--- config.mk ---
export PLATFORM = sky130hd
export DESIGN_NAME = ansi_escape_stream_parser
export DESIGN_NICKNAME = d
export VERILOG_FILES = /design/src/design/aesp_pkg.sv /design/src/design/ansi_escape_stream_parser.sv /design/src/design/aesp_ram.sv /design/src/design/aesp_sgr_unit.sv
export SDC_FILE = /design/constraint.sdc
export NUM_CORES = 1
export LEC_CHECK = 0
export BUFFER_PORTS_ARGS = -buffer_cell sky130_fd_sc_hd__buf_2
export CAP_MARGIN = 20
export CELL_PAD_IN_SITES_DETAIL_PLACEMENT = 1
export CELL_PAD_IN_SITES_GLOBAL_PLACEMENT = 1
export CORE_ASPECT_RATIO = 0.8
export CORE_MARGIN = 4
export CORE_UTILIZATION = 30
export CTS_BUF_LIST = sky130_fd_sc_hd__clkbuf_4 sky130_fd_sc_hd__clkbuf_8
export CTS_CLUSTER_DIAMETER = 80
export DETAILED_ROUTE_END_ITERATION = 6
export PLACE_DENSITY = 0.6
export SYNTH_ARGS = -nofsm -noshare
export SYNTH_HDL_FRONTEND = slang
export SYNTH_SLANG_ARGS = --single-unit
--- constraint.sdc ---
create_clock -name clk -period 3.8 [get_ports clk]
set_input_delay 0.38 -clock clk [delete_from_list [all_inputs] [get_ports clk]]
set_output_delay 0.38 -clock clk [all_outputs]
set_load 0.05 [all_outputs]
--- src/design/aesp_pkg.sv ---
// ----------------------------------------------------------------------------
// aesp_pkg: shared types and constants of the escape stream parser
// Holds the byte codes of the escape syntax, the SGR codes, the style and
// result types used by the parser and its SGR decode unit.
// ----------------------------------------------------------------------------
package aesp_pkg;

	// Bytes of the escape syntax.
	localparam logic [7:0] CH_BEL       = 8'h07;
	localparam logic [7:0] CH_LF        = 8'h0A;
	localparam logic [7:0] CH_CR        = 8'h0D;
	localparam logic [7:0] CH_ESC       = 8'h1B;
	localparam logic [7:0] CH_CSI_OPEN  = 8'h5B;
	localparam logic [7:0] CH_OSC_OPEN  = 8'h5D;
	localparam logic [7:0] CH_SEMI      = 8'h3B;
	localparam logic [7:0] PARAM_LO     = 8'h30;
	localparam logic [7:0] DIGIT_HI     = 8'h39;
	localparam logic [7:0] PARAM_HI     = 8'h3F;
	localparam logic [7:0] INTER_LO     = 8'h20;
	localparam logic [7:0] INTER_HI     = 8'h2F;
	localparam logic [7:0] FINAL_LO     = 8'h40;
	localparam logic [7:0] FINAL_HI     = 8'h7E;
	localparam logic [7:0] FINAL_SGR    = 8'h6D;
	localparam logic [7:0] FINAL_EL     = 8'h4B;
	localparam logic [7:0] FINAL_ED     = 8'h4A;

	// SGR codes.
	localparam int unsigned SGR_RESET      = 0;
	localparam int unsigned SGR_BOLD       = 1;
	localparam int unsigned SGR_DIM        = 2;
	localparam int unsigned SGR_NORMAL     = 22;
	localparam int unsigned SGR_FG_DEFAULT = 39;
	localparam int unsigned SGR_BG_DEFAULT = 49;
	localparam int unsigned SGR_FG_EXT     = 38;
	localparam int unsigned SGR_BG_EXT     = 48;
	localparam int unsigned SGR_FG_BASE    = 30;
	localparam int unsigned SGR_FG_BRIGHT  = 90;
	localparam int unsigned SGR_BG_BASE    = 40;
	localparam int unsigned SGR_BG_BRIGHT  = 100;
	localparam int unsigned SGR_COLOR_SPAN = 7;
	localparam int unsigned BRIGHT_OFFSET  = 8;
	localparam int unsigned EXT_INDEXED    = 5;
	localparam int unsigned EXT_RGB        = 2;

	// Erase-in-line and erase-in-display selectors.
	localparam int unsigned ERASE_TO_END   = 0;
	localparam int unsigned ERASE_TO_BEGIN = 1;
	localparam int unsigned ERASE_ALL      = 2;

	localparam logic signed [4:0] COLOR_DEFAULT = -5'sd1;

	typedef enum logic [2:0] {
		KIND_TEXT        = 3'd0,
		KIND_ERASE_EOL   = 3'd1,
		KIND_ERASE_BOL   = 3'd2,
		KIND_ERASE_LINE  = 3'd3,
		KIND_ERASE_DISP  = 3'd4
	} kind_t;

	typedef struct packed {
		logic signed [4:0] fg;
		logic signed [4:0] bg;
		logic              bold;
		logic              dim;
	} style_t;

	localparam style_t STYLE_DEFAULT = '{fg: COLOR_DEFAULT, bg: COLOR_DEFAULT,
		bold: 1'b0, dim: 1'b0};

	typedef struct packed {
		kind_t       kind;
		logic [7:0]  ch;
		style_t      style;
	} result_t;

	function automatic result_t text_result(input logic [7:0] ch, input style_t style);
		result_t r;
		r.kind  = KIND_TEXT;
		r.ch    = ch;
		r.style = style;
		return r;
	endfunction

	function automatic result_t erase_result(input kind_t kind);
		result_t r;
		r.kind  = kind;
		r.ch    = 8'h00;
		r.style = STYLE_DEFAULT;
		return r;
	endfunction

endpackage

--- src/design/ansi_escape_stream_parser.sv ---
// ----------------------------------------------------------------------------
// ansi_escape_stream_parser: terminal output byte parser with SGR style
// Tracks the escape state of a terminal byte stream, keeps the text style
// and emits text bytes with their style and erase events.
// ----------------------------------------------------------------------------
// Usage: one byte of terminal output enters per item on the s_ channel. Each
// byte causes zero, one or two result items on the m_ channel; tlast marks
// the last result of a byte. A result is either a text byte with the style
// in force (tuser KIND_TEXT) or an erase event with the default style.
// A carriage return is held back: CR LF gives a plain LF text item, a lone
// CR gives an erase-line item ahead of the results of the next byte.
// The first result of a byte is loaded into the output register when the byte
// is taken; a byte with two results blocks input until the second is loaded.
// A CSI 'm' final walks the stored parameters through the shared SGR decode
// unit, each one read from the parameter memory and then decoded, for at most
// MAX_PARAMS of them; no byte is taken while the walk runs.
// Reset brings the parser to ground state with the default style. The
// parameter memory is not cleared, since each entry is written before use.
// When the receiver stalls, the result stays in the output register and the
// next byte is taken as soon as that register is emptied or being emptied.
module ansi_escape_stream_parser import aesp_pkg::*; #(
	parameter int MAX_PARAMS = 16,
	parameter int PARAM_BITS = 16
) (
	input  logic        clk,
	input  logic        arst_n,
	input  logic        s_tvalid,
	output logic        s_tready,
	input  logic [7:0]  s_tdata,   // [7:0] in_byte
	output logic        m_tvalid,
	input  logic        m_tready,
	output logic [23:0] m_tdata,   // [7:0] char_out, [12:8] fg_color,
	                               // [17:13] bg_color, [18] bold_on,
	                               // [19] dim_on, [23:20] zero
	output logic [2:0]  m_tuser,   // [2:0] kind
	output logic        m_tlast    // last result of the byte
);

	localparam int P  = PARAM_BITS;
	localparam int AW = (MAX_PARAMS > 1) ? $clog2(MAX_PARAMS) : 1;
	localparam int CW = $clog2(MAX_PARAMS + 1);
	localparam logic [CW-1:0] CNT_MAX = CW'(MAX_PARAMS);

	typedef enum logic [3:0] {
		PS_GROUND = 4'b0001,
		PS_ESCAPE = 4'b0010,
		PS_CSI    = 4'b0100,
		PS_OSC    = 4'b1000
	} parse_t;

	typedef enum logic [3:0] {
		SEQ_IDLE  = 4'b0001,
		SEQ_EMIT  = 4'b0010,
		SEQ_READ  = 4'b0100,
		SEQ_APPLY = 4'b1000
	} seq_t;

	// Parser state.
	parse_t          pst_q;
	logic            cr_q;
	logic            osc_esc_q;
	style_t          style_q;
	logic [CW-1:0]   cnt_q;
	logic            stop_q;
	logic            ovf_q;
	logic [P-1:0]    acc_q;
	logic [P-1:0]    p0_q;

	// Sequencer and SGR walk.
	seq_t            seq_q;
	logic [CW-1:0]   idx_q;
	logic [CW-1:0]   np_q;
	logic [1:0]      skip_q;
	logic            ext_q;

	// Output register and second-result hold.
	result_t         out_q;
	logic            out_last_q;
	logic            out_valid_q;
	result_t         hold_q;

	logic [7:0]      c;
	logic            accept;
	logic            out_free;
	logic            load_out;

	parse_t          pst_d;
	logic            cr_d;
	logic            osc_d;
	logic [CW-1:0]   cnt_d;
	logic            stop_d;
	logic            ovf_d;
	logic [P-1:0]    acc_d;
	logic [P-1:0]    p0_d;
	logic            emit_b;
	result_t         res_b;
	logic            ram_we;
	logic            walk_go;
	logic            lf_after_cr;

	result_t         r0;
	result_t         r1;
	logic            have0;
	logic            have1;

	logic [P+3:0]    acc_wide;
	logic [P+3:0]    acc10;
	logic            acc_ovf;
	logic [P-1:0]    p0;

	logic [P-1:0]    rdata;
	style_t          style_nx;
	logic            ext_color;
	logic [CW-1:0]   idx_n;
	logic            walk_stop;

	assign c        = s_tdata;
	assign out_free = !out_valid_q || m_tready;
	assign s_tready = (seq_q == SEQ_IDLE) && out_free;
	assign accept   = s_tvalid && s_tready;

	// Decimal accumulation of the parameter being collected.
	assign acc_wide = {4'b0000, acc_q};
	assign acc10    = (acc_wide << 3) + (acc_wide << 1) + (P + 4)'(c[3:0]);
	assign acc_ovf  = |acc10[P+3:P];
	assign p0       = (cnt_q == '0) ? acc_q : p0_q;

	always_comb begin
		pst_d       = pst_q;
		cr_d        = cr_q;
		osc_d       = osc_esc_q;
		cnt_d       = cnt_q;
		stop_d      = stop_q;
		ovf_d       = ovf_q;
		acc_d       = acc_q;
		p0_d        = p0_q;
		emit_b      = 1'b0;
		res_b       = text_result(c, style_q);
		ram_we      = 1'b0;
		walk_go     = 1'b0;
		lf_after_cr = 1'b0;

		if (cr_q) begin
			cr_d = 1'b0;
			if (c == CH_LF) begin
				lf_after_cr = 1'b1;
			end
		end

		if (!lf_after_cr) begin
			case (pst_q)
				PS_GROUND: begin
					if (c == CH_ESC) begin
						pst_d = PS_ESCAPE;
					end else if (c == CH_CR) begin
						cr_d = 1'b1;
					end else begin
						emit_b = 1'b1;
					end
				end
				PS_ESCAPE: begin
					if (c == CH_CSI_OPEN) begin
						pst_d  = PS_CSI;
						cnt_d  = '0;
						acc_d  = '0;
						stop_d = 1'b0;
						ovf_d  = 1'b0;
					end else if (c == CH_OSC_OPEN) begin
						pst_d = PS_OSC;
						osc_d = 1'b0;
					end else begin
						// An unknown escape drops the ESC and treats the byte as ground.
						pst_d = PS_GROUND;
						if (c == CH_ESC) begin
							pst_d = PS_ESCAPE;
						end else if (c == CH_CR) begin
							cr_d = 1'b1;
						end else begin
							emit_b = 1'b1;
						end
					end
				end
				PS_CSI: begin
					if (c >= PARAM_LO && c <= PARAM_HI) begin
						if (c == CH_SEMI) begin
							if (cnt_q < CNT_MAX) begin
								ram_we = 1'b1;
								cnt_d  = cnt_q + 1'b1;
								if (cnt_q == '0) begin
									p0_d = acc_q;
								end
							end
							acc_d  = '0;
							stop_d = 1'b0;
							ovf_d  = 1'b0;
						end else if (c <= DIGIT_HI) begin
							if (!stop_q && !ovf_q && cnt_q < CNT_MAX) begin
								if (acc_ovf) begin
									ovf_d = 1'b1;
									acc_d = '0;
								end else begin
									acc_d = acc10[P-1:0];
								end
							end
						end else begin
							stop_d = 1'b1;
						end
					end else if (c >= INTER_LO && c <= INTER_HI) begin
						pst_d = PS_CSI;
					end else if (c >= FINAL_LO && c <= FINAL_HI) begin
						pst_d = PS_GROUND;
						if (c == FINAL_SGR) begin
							ram_we  = (cnt_q < CNT_MAX);
							walk_go = 1'b1;
						end else if (c == FINAL_EL) begin
							if (p0 == P'(ERASE_TO_END)) begin
								emit_b = 1'b1;
								res_b  = erase_result(KIND_ERASE_EOL);
							end else if (p0 == P'(ERASE_TO_BEGIN)) begin
								emit_b = 1'b1;
								res_b  = erase_result(KIND_ERASE_BOL);
							end else if (p0 == P'(ERASE_ALL)) begin
								emit_b = 1'b1;
								res_b  = erase_result(KIND_ERASE_LINE);
							end
						end else if (c == FINAL_ED) begin
							emit_b = 1'b1;
							res_b  = erase_result((p0 >= P'(ERASE_ALL)) ?
								KIND_ERASE_DISP : KIND_ERASE_EOL);
						end
					end else begin
						// A stray byte ends the sequence and passes as text.
						pst_d  = PS_GROUND;
						emit_b = 1'b1;
					end
				end
				PS_OSC: begin
					if (c == CH_BEL) begin
						pst_d = PS_GROUND;
					end else if (osc_esc_q) begin
						osc_d = 1'b0;
						pst_d = PS_GROUND;
					end else if (c == CH_ESC) begin
						osc_d = 1'b1;
					end
				end
				default: begin
					pst_d = PS_GROUND;
				end
			endcase
		end

		// Order the results: a pending CR event always goes first.
		if (cr_q) begin
			r0    = lf_after_cr ? text_result(c, style_q) : erase_result(KIND_ERASE_LINE);
			have0 = 1'b1;
			r1    = res_b;
			have1 = emit_b;
		end else begin
			r0    = res_b;
			have0 = emit_b;
			r1    = res_b;
			have1 = 1'b0;
		end
	end

	assign load_out = (accept && have0) || (seq_q == SEQ_EMIT && out_free);

	// Parameter store and the shared SGR decode unit.
	aesp_ram #(
		.WIDTH (P),
		.DEPTH (MAX_PARAMS)
	) u_params (
		.clk   (clk),
		.we    (accept && ram_we),
		.waddr (cnt_q[AW-1:0]),
		.wdata (acc_q),
		.raddr (idx_q[AW-1:0]),
		.rdata (rdata)
	);

	aesp_sgr_unit #(
		.PARAM_BITS (P)
	) u_sgr (
		.code      (rdata),
		.style_cur (style_q),
		.style_nx  (style_nx),
		.ext_color (ext_color)
	);

	assign idx_n     = idx_q + 1'b1;
	assign walk_stop = (skip_q == 2'd0) && ext_q
		&& rdata != P'(EXT_INDEXED) && rdata != P'(EXT_RGB);

	always_ff @(posedge clk or negedge arst_n) begin
		if (!arst_n) begin
			pst_q       <= PS_GROUND;
			cr_q        <= 1'b0;
			osc_esc_q   <= 1'b0;
			style_q     <= STYLE_DEFAULT;
			cnt_q       <= '0;
			stop_q      <= 1'b0;
			ovf_q       <= 1'b0;
			seq_q       <= SEQ_IDLE;
			idx_q       <= '0;
			np_q        <= '0;
			skip_q      <= 2'd0;
			ext_q       <= 1'b0;
			out_valid_q <= 1'b0;
		end else begin
			if (load_out) begin
				out_valid_q <= 1'b1;
			end else if (m_tready) begin
				out_valid_q <= 1'b0;
			end

			case (seq_q)
				SEQ_IDLE: begin
					if (accept) begin
						pst_q     <= pst_d;
						cr_q      <= cr_d;
						osc_esc_q <= osc_d;
						cnt_q     <= cnt_d;
						stop_q    <= stop_d;
						ovf_q     <= ovf_d;
						if (have1) begin
							seq_q <= SEQ_EMIT;
						end else if (walk_go) begin
							seq_q  <= SEQ_READ;
							idx_q  <= '0;
							np_q   <= (cnt_q < CNT_MAX) ? cnt_q + 1'b1 : CNT_MAX;
							skip_q <= 2'd0;
							ext_q  <= 1'b0;
						end
					end
				end
				SEQ_EMIT: begin
					if (out_free) begin
						seq_q <= SEQ_IDLE;
					end
				end
				SEQ_READ: begin
					seq_q <= SEQ_APPLY;
				end
				SEQ_APPLY: begin
					if (skip_q != 2'd0) begin
						skip_q <= skip_q - 2'd1;
					end else if (ext_q) begin
						ext_q <= 1'b0;
						if (rdata == P'(EXT_INDEXED)) begin
							skip_q <= 2'd1;
						end else if (rdata == P'(EXT_RGB)) begin
							skip_q <= 2'd3;
						end
					end else if (ext_color) begin
						ext_q <= 1'b1;
					end else begin
						style_q <= style_nx;
					end
					idx_q <= idx_n;
					seq_q <= (walk_stop || idx_n >= np_q) ? SEQ_IDLE : SEQ_READ;
				end
				default: begin
					seq_q <= SEQ_IDLE;
				end
			endcase
		end
	end

	// Payload registers.
	always_ff @(posedge clk) begin
		if (accept) begin
			acc_q <= acc_d;
			p0_q  <= p0_d;
		end
		if (accept && have0) begin
			out_q      <= r0;
			out_last_q <= !have1;
		end else if (seq_q == SEQ_EMIT && out_free) begin
			out_q      <= hold_q;
			out_last_q <= 1'b1;
		end
		if (accept && have1) begin
			hold_q <= r1;
		end
	end

	assign m_tvalid = out_valid_q;
	assign m_tlast  = out_last_q;
	assign m_tuser  = out_q.kind;
	assign m_tdata  = {4'b0000, out_q.style.dim, out_q.style.bold, out_q.style.bg,
		out_q.style.fg, out_q.ch};

	// While a second result waits, the first one still sits unsent in the output.
	a_emit_holds_first: assert property (@(posedge clk) disable iff (!arst_n)
		seq_q == SEQ_EMIT |-> out_valid_q && !out_last_q)
		else $error("second result pending without a first result in the output");

	// Erase results carry the default style.
	a_erase_default: assert property (@(posedge clk) disable iff (!arst_n)
		out_valid_q && out_q.kind != KIND_TEXT |->
		out_q.style == STYLE_DEFAULT && out_q.ch == 8'h00)
		else $error("erase result with a non-default style");

	// The SGR walk never decodes past the collected parameters.
	a_walk_bound: assert property (@(posedge clk) disable iff (!arst_n)
		seq_q == SEQ_APPLY |-> idx_q < np_q && np_q <= CNT_MAX)
		else $error("SGR walk beyond the parameter count");

	// The parameter index saturates at the store depth.
	a_count_bound: assert property (@(posedge clk) disable iff (!arst_n)
		cnt_q <= CNT_MAX)
		else $error("parameter count above the store depth");

	// No input item is taken while the walk or a second result is in progress.
	a_no_accept_busy: assert property (@(posedge clk) disable iff (!arst_n)
		s_tvalid && s_tready |=> $past(seq_q) == SEQ_IDLE)
		else $error("input taken while the sequencer was busy");

endmodule

--- src/design/aesp_ram.sv ---
// ----------------------------------------------------------------------------
// aesp_ram: generic single-write, single-read RAM
// One write port and one read port with a registered read data output.
// ----------------------------------------------------------------------------
module aesp_ram #(
	parameter int WIDTH = 16,
	parameter int DEPTH = 16,
	localparam int AW = (DEPTH > 1) ? $clog2(DEPTH) : 1
) (
	input  logic             clk,
	input  logic             we,
	input  logic [AW-1:0]    waddr,
	input  logic [WIDTH-1:0] wdata,
	input  logic [AW-1:0]    raddr,
	output logic [WIDTH-1:0] rdata
);

	logic [WIDTH-1:0] mem_q [DEPTH];

	always_ff @(posedge clk) begin
		if (we) begin
			mem_q[waddr] <= wdata;
		end
		rdata <= mem_q[raddr];
	end

endmodule

--- src/design/aesp_sgr_unit.sv ---
// ----------------------------------------------------------------------------
// aesp_sgr_unit: decode of one SGR parameter
// Compares one stored parameter against the SGR codes and returns the style
// that results, or flags the start of an extended color.
// ----------------------------------------------------------------------------
module aesp_sgr_unit import aesp_pkg::*; #(
	parameter int PARAM_BITS = 16
) (
	input  logic [PARAM_BITS-1:0] code,
	input  style_t                style_cur,
	output style_t                style_nx,
	output logic                  ext_color
);

	localparam int P = PARAM_BITS;

	always_comb begin
		style_nx  = style_cur;
		ext_color = 1'b0;
		if (code == P'(SGR_RESET)) begin
			style_nx = STYLE_DEFAULT;
		end else if (code == P'(SGR_BOLD)) begin
			style_nx.bold = 1'b1;
		end else if (code == P'(SGR_DIM)) begin
			style_nx.dim = 1'b1;
		end else if (code == P'(SGR_NORMAL)) begin
			style_nx.bold = 1'b0;
			style_nx.dim  = 1'b0;
		end else if (code == P'(SGR_FG_DEFAULT)) begin
			style_nx.fg = COLOR_DEFAULT;
		end else if (code == P'(SGR_BG_DEFAULT)) begin
			style_nx.bg = COLOR_DEFAULT;
		end else if (code == P'(SGR_FG_EXT) || code == P'(SGR_BG_EXT)) begin
			ext_color = 1'b1;
		end else if (code >= P'(SGR_FG_BASE)
				&& code <= P'(SGR_FG_BASE + SGR_COLOR_SPAN)) begin
			style_nx.fg = 5'(code - P'(SGR_FG_BASE));
		end else if (code >= P'(SGR_FG_BRIGHT)
				&& code <= P'(SGR_FG_BRIGHT + SGR_COLOR_SPAN)) begin
			style_nx.fg = 5'(code - P'(SGR_FG_BRIGHT) + P'(BRIGHT_OFFSET));
		end else if (code >= P'(SGR_BG_BASE)
				&& code <= P'(SGR_BG_BASE + SGR_COLOR_SPAN)) begin
			style_nx.bg = 5'(code - P'(SGR_BG_BASE));
		end else if (code >= P'(SGR_BG_BRIGHT)
				&& code <= P'(SGR_BG_BRIGHT + SGR_COLOR_SPAN)) begin
			style_nx.bg = 5'(code - P'(SGR_BG_BRIGHT) + P'(BRIGHT_OFFSET));
		end
	end

endmodule
**Yosys cells after proc, flatten, opt, wreduce, memory -nomap -nowiden**

Memory sizes are Yosys's and may differ from the RTL's. A register that Yosys moved wholly into a read port is not among the register bits.
Index checks and enable logic that the tools add are counted.

- Memories: 1
- Input bits: 12
- Flip-flop bits (word level): 122
- RAM bits: 256

Memories:

| name | words | bits a word | rd ports | clocked after memory_dff | wr ports | line | text |
|---|---|---|---|---|---|---|---|
| u_params.mem_q | 16 | 16 | 1 | 1 | 1 | aesp_ram.sv:18 | `logic [WIDTH-1:0] mem_q [DEPTH];` |

- Muxes and demuxes: 152
- Order comparisons: 18
- Reductions and logical operators: 58
- Equality and inequality tests: 62
- Bitwise logic cells: 5
- Add/subtract/negate cells: 11

Operator list:

| operator | number |
|---|---|
| 2-to-1 mux 23 bit | 11 |
| 2-to-1 mux 16 bit | 7 |
| 2-to-1 mux 5 bit | 18 |
| 2-to-1 mux 22 bit | 4 |
| 2-to-1 mux 1 bit | 73 |
| equality test 16 x 6 -> 1 bit, second input constant | 4 |
| equality test 8 x 7 -> 1 bit, second input constant | 5 |
| 2-to-1 mux 4 bit | 10 |
| equality test 16 x 1 -> 1 bit, second input constant | 2 |
| equality test 16 x 2 -> 1 bit, second input constant | 2 |
| >= comparator 16 x 7 -> 1 bit, second input constant | 2 |
| less-or-equal comparator 16 x 6 -> 1 bit, second input constant | 2 |
| less-or-equal comparator 16 x 7 -> 1 bit, second input constant | 2 |
| logical NOT 16 bit | 2 |
| one-hot mux 16 bit (2 select lines) | 1 |
| one-hot mux 4 bit (4 select lines) | 2 |
| 2-to-1 mux 10 bit | 3 |
| AND reduction 6 bit | 5 |
| inequality test 2 bit, second input constant | 14 |
| less-or-equal comparator 8 x 6 -> 1 bit, second input constant | 3 |
| inequality test 3 bit, second input constant | 7 |
| AND reduction 7 bit | 3 |
| adder 19 x 17 -> 20 bit | 1 |
| adder 20 x 4 -> 20 bit | 1 |
| 55 further kinds | 122 |

**Logic depth before layout (Yosys ltp)**

- Depth in word-level cells: 17
- Mapped depth: 13
- Mapped depth without buffers: 11

**Cells and area by module**

From an unflattened synthesis, not the netlist that was laid out.

- Cells, all modules: 1210
- Area, all modules: 17941.0 µm²

By module, submodules not included:

| module | seq. area each (µm²) | times used | area an instance (µm²) | cells each |
|---|---|---|---|---|
| aesp_ram | 8007.7 | 1 | 10042.1 | 432 |
| ansi_escape_stream_parser | 3463.3 | 1 | 6970.4 | 651 |
| aesp_sgr_unit | 0.0 | 1 | 928.4 | 127 |

**Worst setup path before layout**

OpenSTA, ideal clock, no wires.

- Kind: register to register
- Start point: register cnt_q[0]
- End point: register out_q, in the netlist m_tdata[0], enable pin
- Buffers on the path: 3
- Library setup time: 0.438 ns
- Cell stages (with the launch flop): 12
- Required time: 3.362 ns
- Path slack: 0.169 ns
- Clock period less this slack: 3.631 ns
- Data arrival time: 3.193 ns
- Path through: dfrtp_1 -> inv_1 -> ha_1 -> nor4b_4 -> buf_6 -> mux2i_1 -> nand4_1 -> o311a_1 -> a21o_1 -> buf_6 -> buf_6 -> o21ai_0

- Word-level cells in the longest chain between the ends: 16
- Elaborated cells between the ends (all ways): 18

RTL lines:

| item | line | text |
|---|---|---|
| start, declared | ansi_escape_stream_parser.sv:63 | `logic [CW-1:0] cnt_q;` |
| start signal, assigned | ansi_escape_stream_parser.sv:323 | `cnt_q <= cnt_d;` |
| logical NOT 5 bit * | ansi_escape_stream_parser.sv:126 | `assign p0 = (cnt_q == '0) ? acc_q : p0_q;` |
| 2-to-1 mux 16 bit * | -- |  |
| equality test 16 x 2 -> 1 bit | ansi_escape_stream_parser.sv:222 | `end else if (p0 == P'(ERASE_ALL)) begin` |
| 2-to-1 mux 1 bit | ansi_escape_stream_parser.sv:222 |  |
| 2-to-1 mux 1 bit | ansi_escape_stream_parser.sv:219 | `end else if (p0 == P'(ERASE_TO_BEGIN)) begin` |
| 2-to-1 mux 1 bit * | ansi_escape_stream_parser.sv:216 | `if (p0 == P'(ERASE_TO_END)) begin` |
| 2-to-1 mux 1 bit * | ansi_escape_stream_parser.sv:215 | `end else if (c == FINAL_EL) begin` |
| 2-to-1 mux 1 bit * | ansi_escape_stream_parser.sv:212 | `if (c == FINAL_SGR) begin` |
| 2-to-1 mux 1 bit * | ansi_escape_stream_parser.sv:210 | `end else if (c >= FINAL_LO && c <= FINAL_HI) begin` |
| 2-to-1 mux 1 bit * | ansi_escape_stream_parser.sv:208 | `end else if (c >= INTER_LO && c <= INTER_HI) begin` |
| 2-to-1 mux 1 bit * | ansi_escape_stream_parser.sv:184 | `if (c >= PARAM_LO && c <= PARAM_HI) begin` |
| one-hot mux 1 bit (3 select lines) * | ansi_escape_stream_parser.sv:151 | `case (pst_q)` |
| 2-to-1 mux 1 bit * | ansi_escape_stream_parser.sv:150 | `if (!lf_after_cr) begin` |
| 2-to-1 mux 1 bit * | ansi_escape_stream_parser.sv:254 | `if (cr_q) begin` |
| logical AND 1 bit * | ansi_escape_stream_parser.sv:376 | `if (accept && have0) begin` |
| nonzero test 2 bit (no source line) * | -- |  |
| end signal, assigned | ansi_escape_stream_parser.sv:377 | `out_q <= r0;` |
| end signal, assigned | ansi_escape_stream_parser.sv:380 | `out_q <= hold_q;` |
| end, declared | ansi_escape_stream_parser.sv:77 | `result_t out_q;` |

Mark *: on every way between the ends. The rest lies on a longest branch, timed or not.
A chain may end at the register's enable or synchronous reset.

**Final worst setup path**

- Start point: register cnt_q[0]
- End point: register hold_q[22] in the netlist's numbering, enable pin

- Word-level cells in the longest chain between the ends: 15
- Elaborated cells between the ends (all ways): 17

RTL lines:

| item | line | text |
|---|---|---|
| logical NOT 5 bit * | ansi_escape_stream_parser.sv:126 |  |
| 2-to-1 mux 16 bit * | -- |  |
| equality test 16 x 2 -> 1 bit | ansi_escape_stream_parser.sv:222 |  |
| 2-to-1 mux 1 bit | ansi_escape_stream_parser.sv:222 |  |
| 2-to-1 mux 1 bit | ansi_escape_stream_parser.sv:219 |  |
| 2-to-1 mux 1 bit * | ansi_escape_stream_parser.sv:216 |  |
| 2-to-1 mux 1 bit * | ansi_escape_stream_parser.sv:215 |  |
| 2-to-1 mux 1 bit * | ansi_escape_stream_parser.sv:212 |  |
| 2-to-1 mux 1 bit * | ansi_escape_stream_parser.sv:210 |  |
| 2-to-1 mux 1 bit * | ansi_escape_stream_parser.sv:208 |  |
| 2-to-1 mux 1 bit * | ansi_escape_stream_parser.sv:184 |  |
| one-hot mux 1 bit (3 select lines) * | ansi_escape_stream_parser.sv:151 |  |
| 2-to-1 mux 1 bit * | ansi_escape_stream_parser.sv:150 |  |
| 2-to-1 mux 1 bit * | ansi_escape_stream_parser.sv:254 |  |
| logical AND 1 bit * | ansi_escape_stream_parser.sv:383 | `if (accept && have1) begin` |
| end signal, assigned | ansi_escape_stream_parser.sv:384 | `hold_q <= r1;` |
| end, declared | ansi_escape_stream_parser.sv:80 | `result_t hold_q;` |

Marks and branches as above.

==> impl_metrics.tcl <==
set metrics [dict create \
    drt-vias-per-instance 4.88 \
    fin_crit_sh_pct 93.2 \
    cts_made_buffers 66 \
    fin_crit_ns 3.54 \
    clk_latency_ns 0.63 \
    hp-class "input pin to register" \
    grt_setup_unrepaired "false" \
    netlist.area_leader.share_pct 57.1 \
    drt-total-wl_um 42100 \
    finalSetupViolCount 0 \
    worstSetupEndpointType "register" \
    start_kind "register" \
    post_dp_cell_area_um2 18900 \
    drv_cap 0 \
    cts.reportedPaths.clkPinSlew_ns 0.06 \
    r2r_cells 10 \
    tns_ns 0 \
    gp_congestion 0.768 \
    tightest_slew_ns 1.00 \
    overflow 0 \
    fmax_mhz 282 \
    first_pass_iters 5 \
    initial_core_util_pct 30.3 \
    crit_buf_inv 3 \
    syn_area_per_cell_um2 15.5 \
    synth_seq_area_share_pct 65.2 \
    p_leak_nw 7.21 \
    cp.required_ns 4.09 \
    design_area_um2 20300 \
    syn_inst 1139 \
    crit_family "simple AND/OR/NAND/NOR gates" \
    critPathKind "register to register" \
    finalHoldViolCount 0 \
    cp.arrival_ns 3.83 \
    slew_headroom_pct 33.0 \
    synth_area_leader_cell "edfxtp_1" \
    die_h_um 225 \
    vias 10100 \
    r2r_slack_ns 0.26 \
    antenna_found_initial 0 \
    yosys_register_bits 394 \
    synth-edff-count 335 \
    cpMaxStageDelayCell "o311a_1" \
    post-dp-hpwl_um 26800 \
    synthTopCellsByArea "edfxtp_1 57%, mux4_2 10%, dfrtp_1 4.4%" \
    io_pins 42 \
    diodes 0 \
    min_path_cells 1 \
    slowest_delay_ns 0.58 \
    place_inst 1951 \
    min_to "hold_q[19]$_DFFE_PP_" \
    yosys_warnings 0 \
    grt_first_pass_wirelength_um 65900 \
    critPathMaxFanout 11 \
    cp_common_cell "inv_1" \
    cts_setup_buffers 0 \
    max-vdd-ir-drop_v 0.000247 \
    worst_hold_slack_ns 0.0664 \
    grt_pass1_vias 10900 \
    drive_gt1_share_pct 27.7 \
    port_buffers 37 \
    power.density_nw_per_um2 509 \
    reg2reg_to "hold_q[22]$_DFFE_PP_" \
    drc_errors 0 \
    cts_tree "yes" \
    wl_per_cell_um 20.3 \
    coreArea_um2 58100 \
    h-tree-depth 3 \
    fp-row-count 79 \
    die_w_um 279 \
    power_mw 10.3 \
    status "finished, final reports clean" \
    ys.flop_type "edfxtp_1" \
    syn_to_final_growth_pct 15.1 \
    ant_nets 0 \
    min_from "s_tdata[7]" \
    drtIter0Drc 775 \
    grt_usage_pct 13.6 \
    crit_chain "inv_1 -> ha_1 -> nor4b_4 -> mux2i_2 -> nand4_1 -> o311a_1 -> nor2_4 -> nand3_1 -> inv_1 -> buf_4" \
    async_flop_share_pct 10.9 \
    finClkSkew_ns 0.0293 \
    cts.sinks 394 \
    clockBufferDepth 3 \
    syn-cell-area_um2 17600 \
    yosysUniqueCellTypes 72 \
    fin_cells 2074 \
    nets 1316 \
    dieArea_um2 62700 \
    maxSlewViolCount 0 \
    cts-root-buf "clkbuf_8" \
    r2r_start "cnt_q[0]$_DFFE_PN0P_" \
    grt_max_degree 65 \
]
-- state kept, by name, summed over array words and instances (netlist names), 2 cells and up --
register and cells:
hold_q 23, acc_q 16, idx_q 5, m_tdata 20, m_tuser 3, pst_q 4, np_q 5, u_params.rdata 16
seq_q 4, p0_q 16, skip_q 2, cnt_q 5, u_params.mem_q 256, style_q 12
-- cell families after synthesis --
group / after synthesis / synth area share [%]
multiplexers: 116 / 12.5
AND/OR/NAND/NOR: 319 / 9.67
adder cells (fa/ha/maj): 52 / 3.78
AO/OA/AOI/OAI: 154 / 5.53
XOR/XNOR: 25 / 1.24
other: 1 / 0.0213
buffers and inverters: 78 / 2.08
flip-flops: 394 / 65.2
-- where the power goes --
part,leakage (nW),switching [mW],internal (mW)
clock network,0.691,1.71,1.98
logic,2.81,1.05,0.571
registers,3.71,0.0800,4.91
-- Yosys cell counts (4+ instances only) --
cell type / count
a211oi_1: 7
a21o_1: 11
a21oi_1: 27
a22oi_1: 8
a31oi_1: 6
and2_1: 21
and3_1: 4
buf_1: 5
buf_2: 10
buf_4: 4
buf_6: 6
clkbuf_1: 30
dfrtp_1: 31
dfstp_2: 12
dfxtp_1: 16
edfxtp_1: 335
ha_1: 50
inv_1: 23
mux2_2: 27
mux2i_1: 7
mux4_2: 80
nand2_1: 94
nand2b_1: 8
nand3_1: 26
nand3b_1: 7
nand4_1: 6
nand4b_1: 4
nor2_1: 57
nor2b_1: 25
nor3_1: 11
nor3b_1: 5
nor4_1: 11
nor4b_1: 4
o21a_1: 4
o21ai_0: 44
o21ai_1: 11
o21ai_2: 7
o22ai_1: 4
o31ai_1: 7
or2_2: 11
or4_1: 4
xnor2_1: 13
xor2_1: 12
-- through the flow --
stage | util (%) | setup WS (ns)
floorplan | - | 0.169
global placement | 32.6 | 0.144
detailed placement | 32.6 | 0.126
CTS | 34.8 | 0.187
global route | 34.9 | 0.0450
finish | 34.9 | 0.259
-- cells in the final DEF, fill, tap and decap left out, types with 16 or more instances in the layout --
cell	instances
a21oi_1	27
and2_1	21
buf_2	37
buf_4	57
clkbuf_4	31
clkbuf_8	68
dfrtp_1	29
dfxtp_1	16
edfxtp_1	335
ha_1	50
inv_1	23
mux2_2	27
mux4_2	80
nand2_1	94
nand3_1	26
nor2_1	57
nor2b_1	25
o21ai_0	43
-- worst max-delay path by stage --
stage / startpoint / end / cells past startpoint
6_report: cnt_q[0]$_DFFE_PN0P_ / hold_q[22]$_DFFE_PP_ / 10
5_1_grt: cnt_q[0]$_DFFE_PN0P_ / hold_q[22]$_DFFE_PP_ / 10
4_1_cts: acc_q[0]$_SDFFCE_PP0P_ / acc_q[6]$_SDFFCE_PP0P_ / 13
3_5_place_dp: s_tdata[3] / acc_q[6]$_SDFFCE_PP0P_ / 12
3_3_place_gp: s_tdata[3] / acc_q[8]$_SDFFCE_PP0P_ / 12
2_1_floorplan: cnt_q[0]$_DFFE_PN0P_ / m_tdata[0]$_DFFE_PP_ / 11
-- routing by layer --
layer	share of wire, %	global-route usage [%]
met3	4.4	3.00
met5	0	0
met4	1.9	3.76
met2	46	21.1
met1	48	19.4
-- area by class of cell --
type / instances / area (um^2)
Clock buffer: 99 / 1170
Clock inverter: 22 / 114
Fill cell: 6097 / 37900
Inverter: 23 / 86.3
Multi-Input combinational cell: 670 / 5800
Sequential cell: 394 / 11500
Tap cell: 769 / 962
Timing Repair Buffer: 97 / 653
-- worst register-to-register path, stage by stage (launching register included) --
cell	delay (ns)
dfrtp_1	0.42
inv_1	0.13
ha_1	0.24
nor4b_4	0.41
mux2i_2	0.39
nand4_1	0.26
o311a_1	0.58
nor2_4	0.27
nand3_1	0.17
inv_1	0.14
buf_4	0.22
-- repair_timing --
action / CTS / global route
hold endpoints to repair: 11 / 0
endpoints found under the setup margin: 0 / 27
hold buffers: 2 / 0
gates resized for setup: 0 / 2
(Power assumes the default switching activity.)
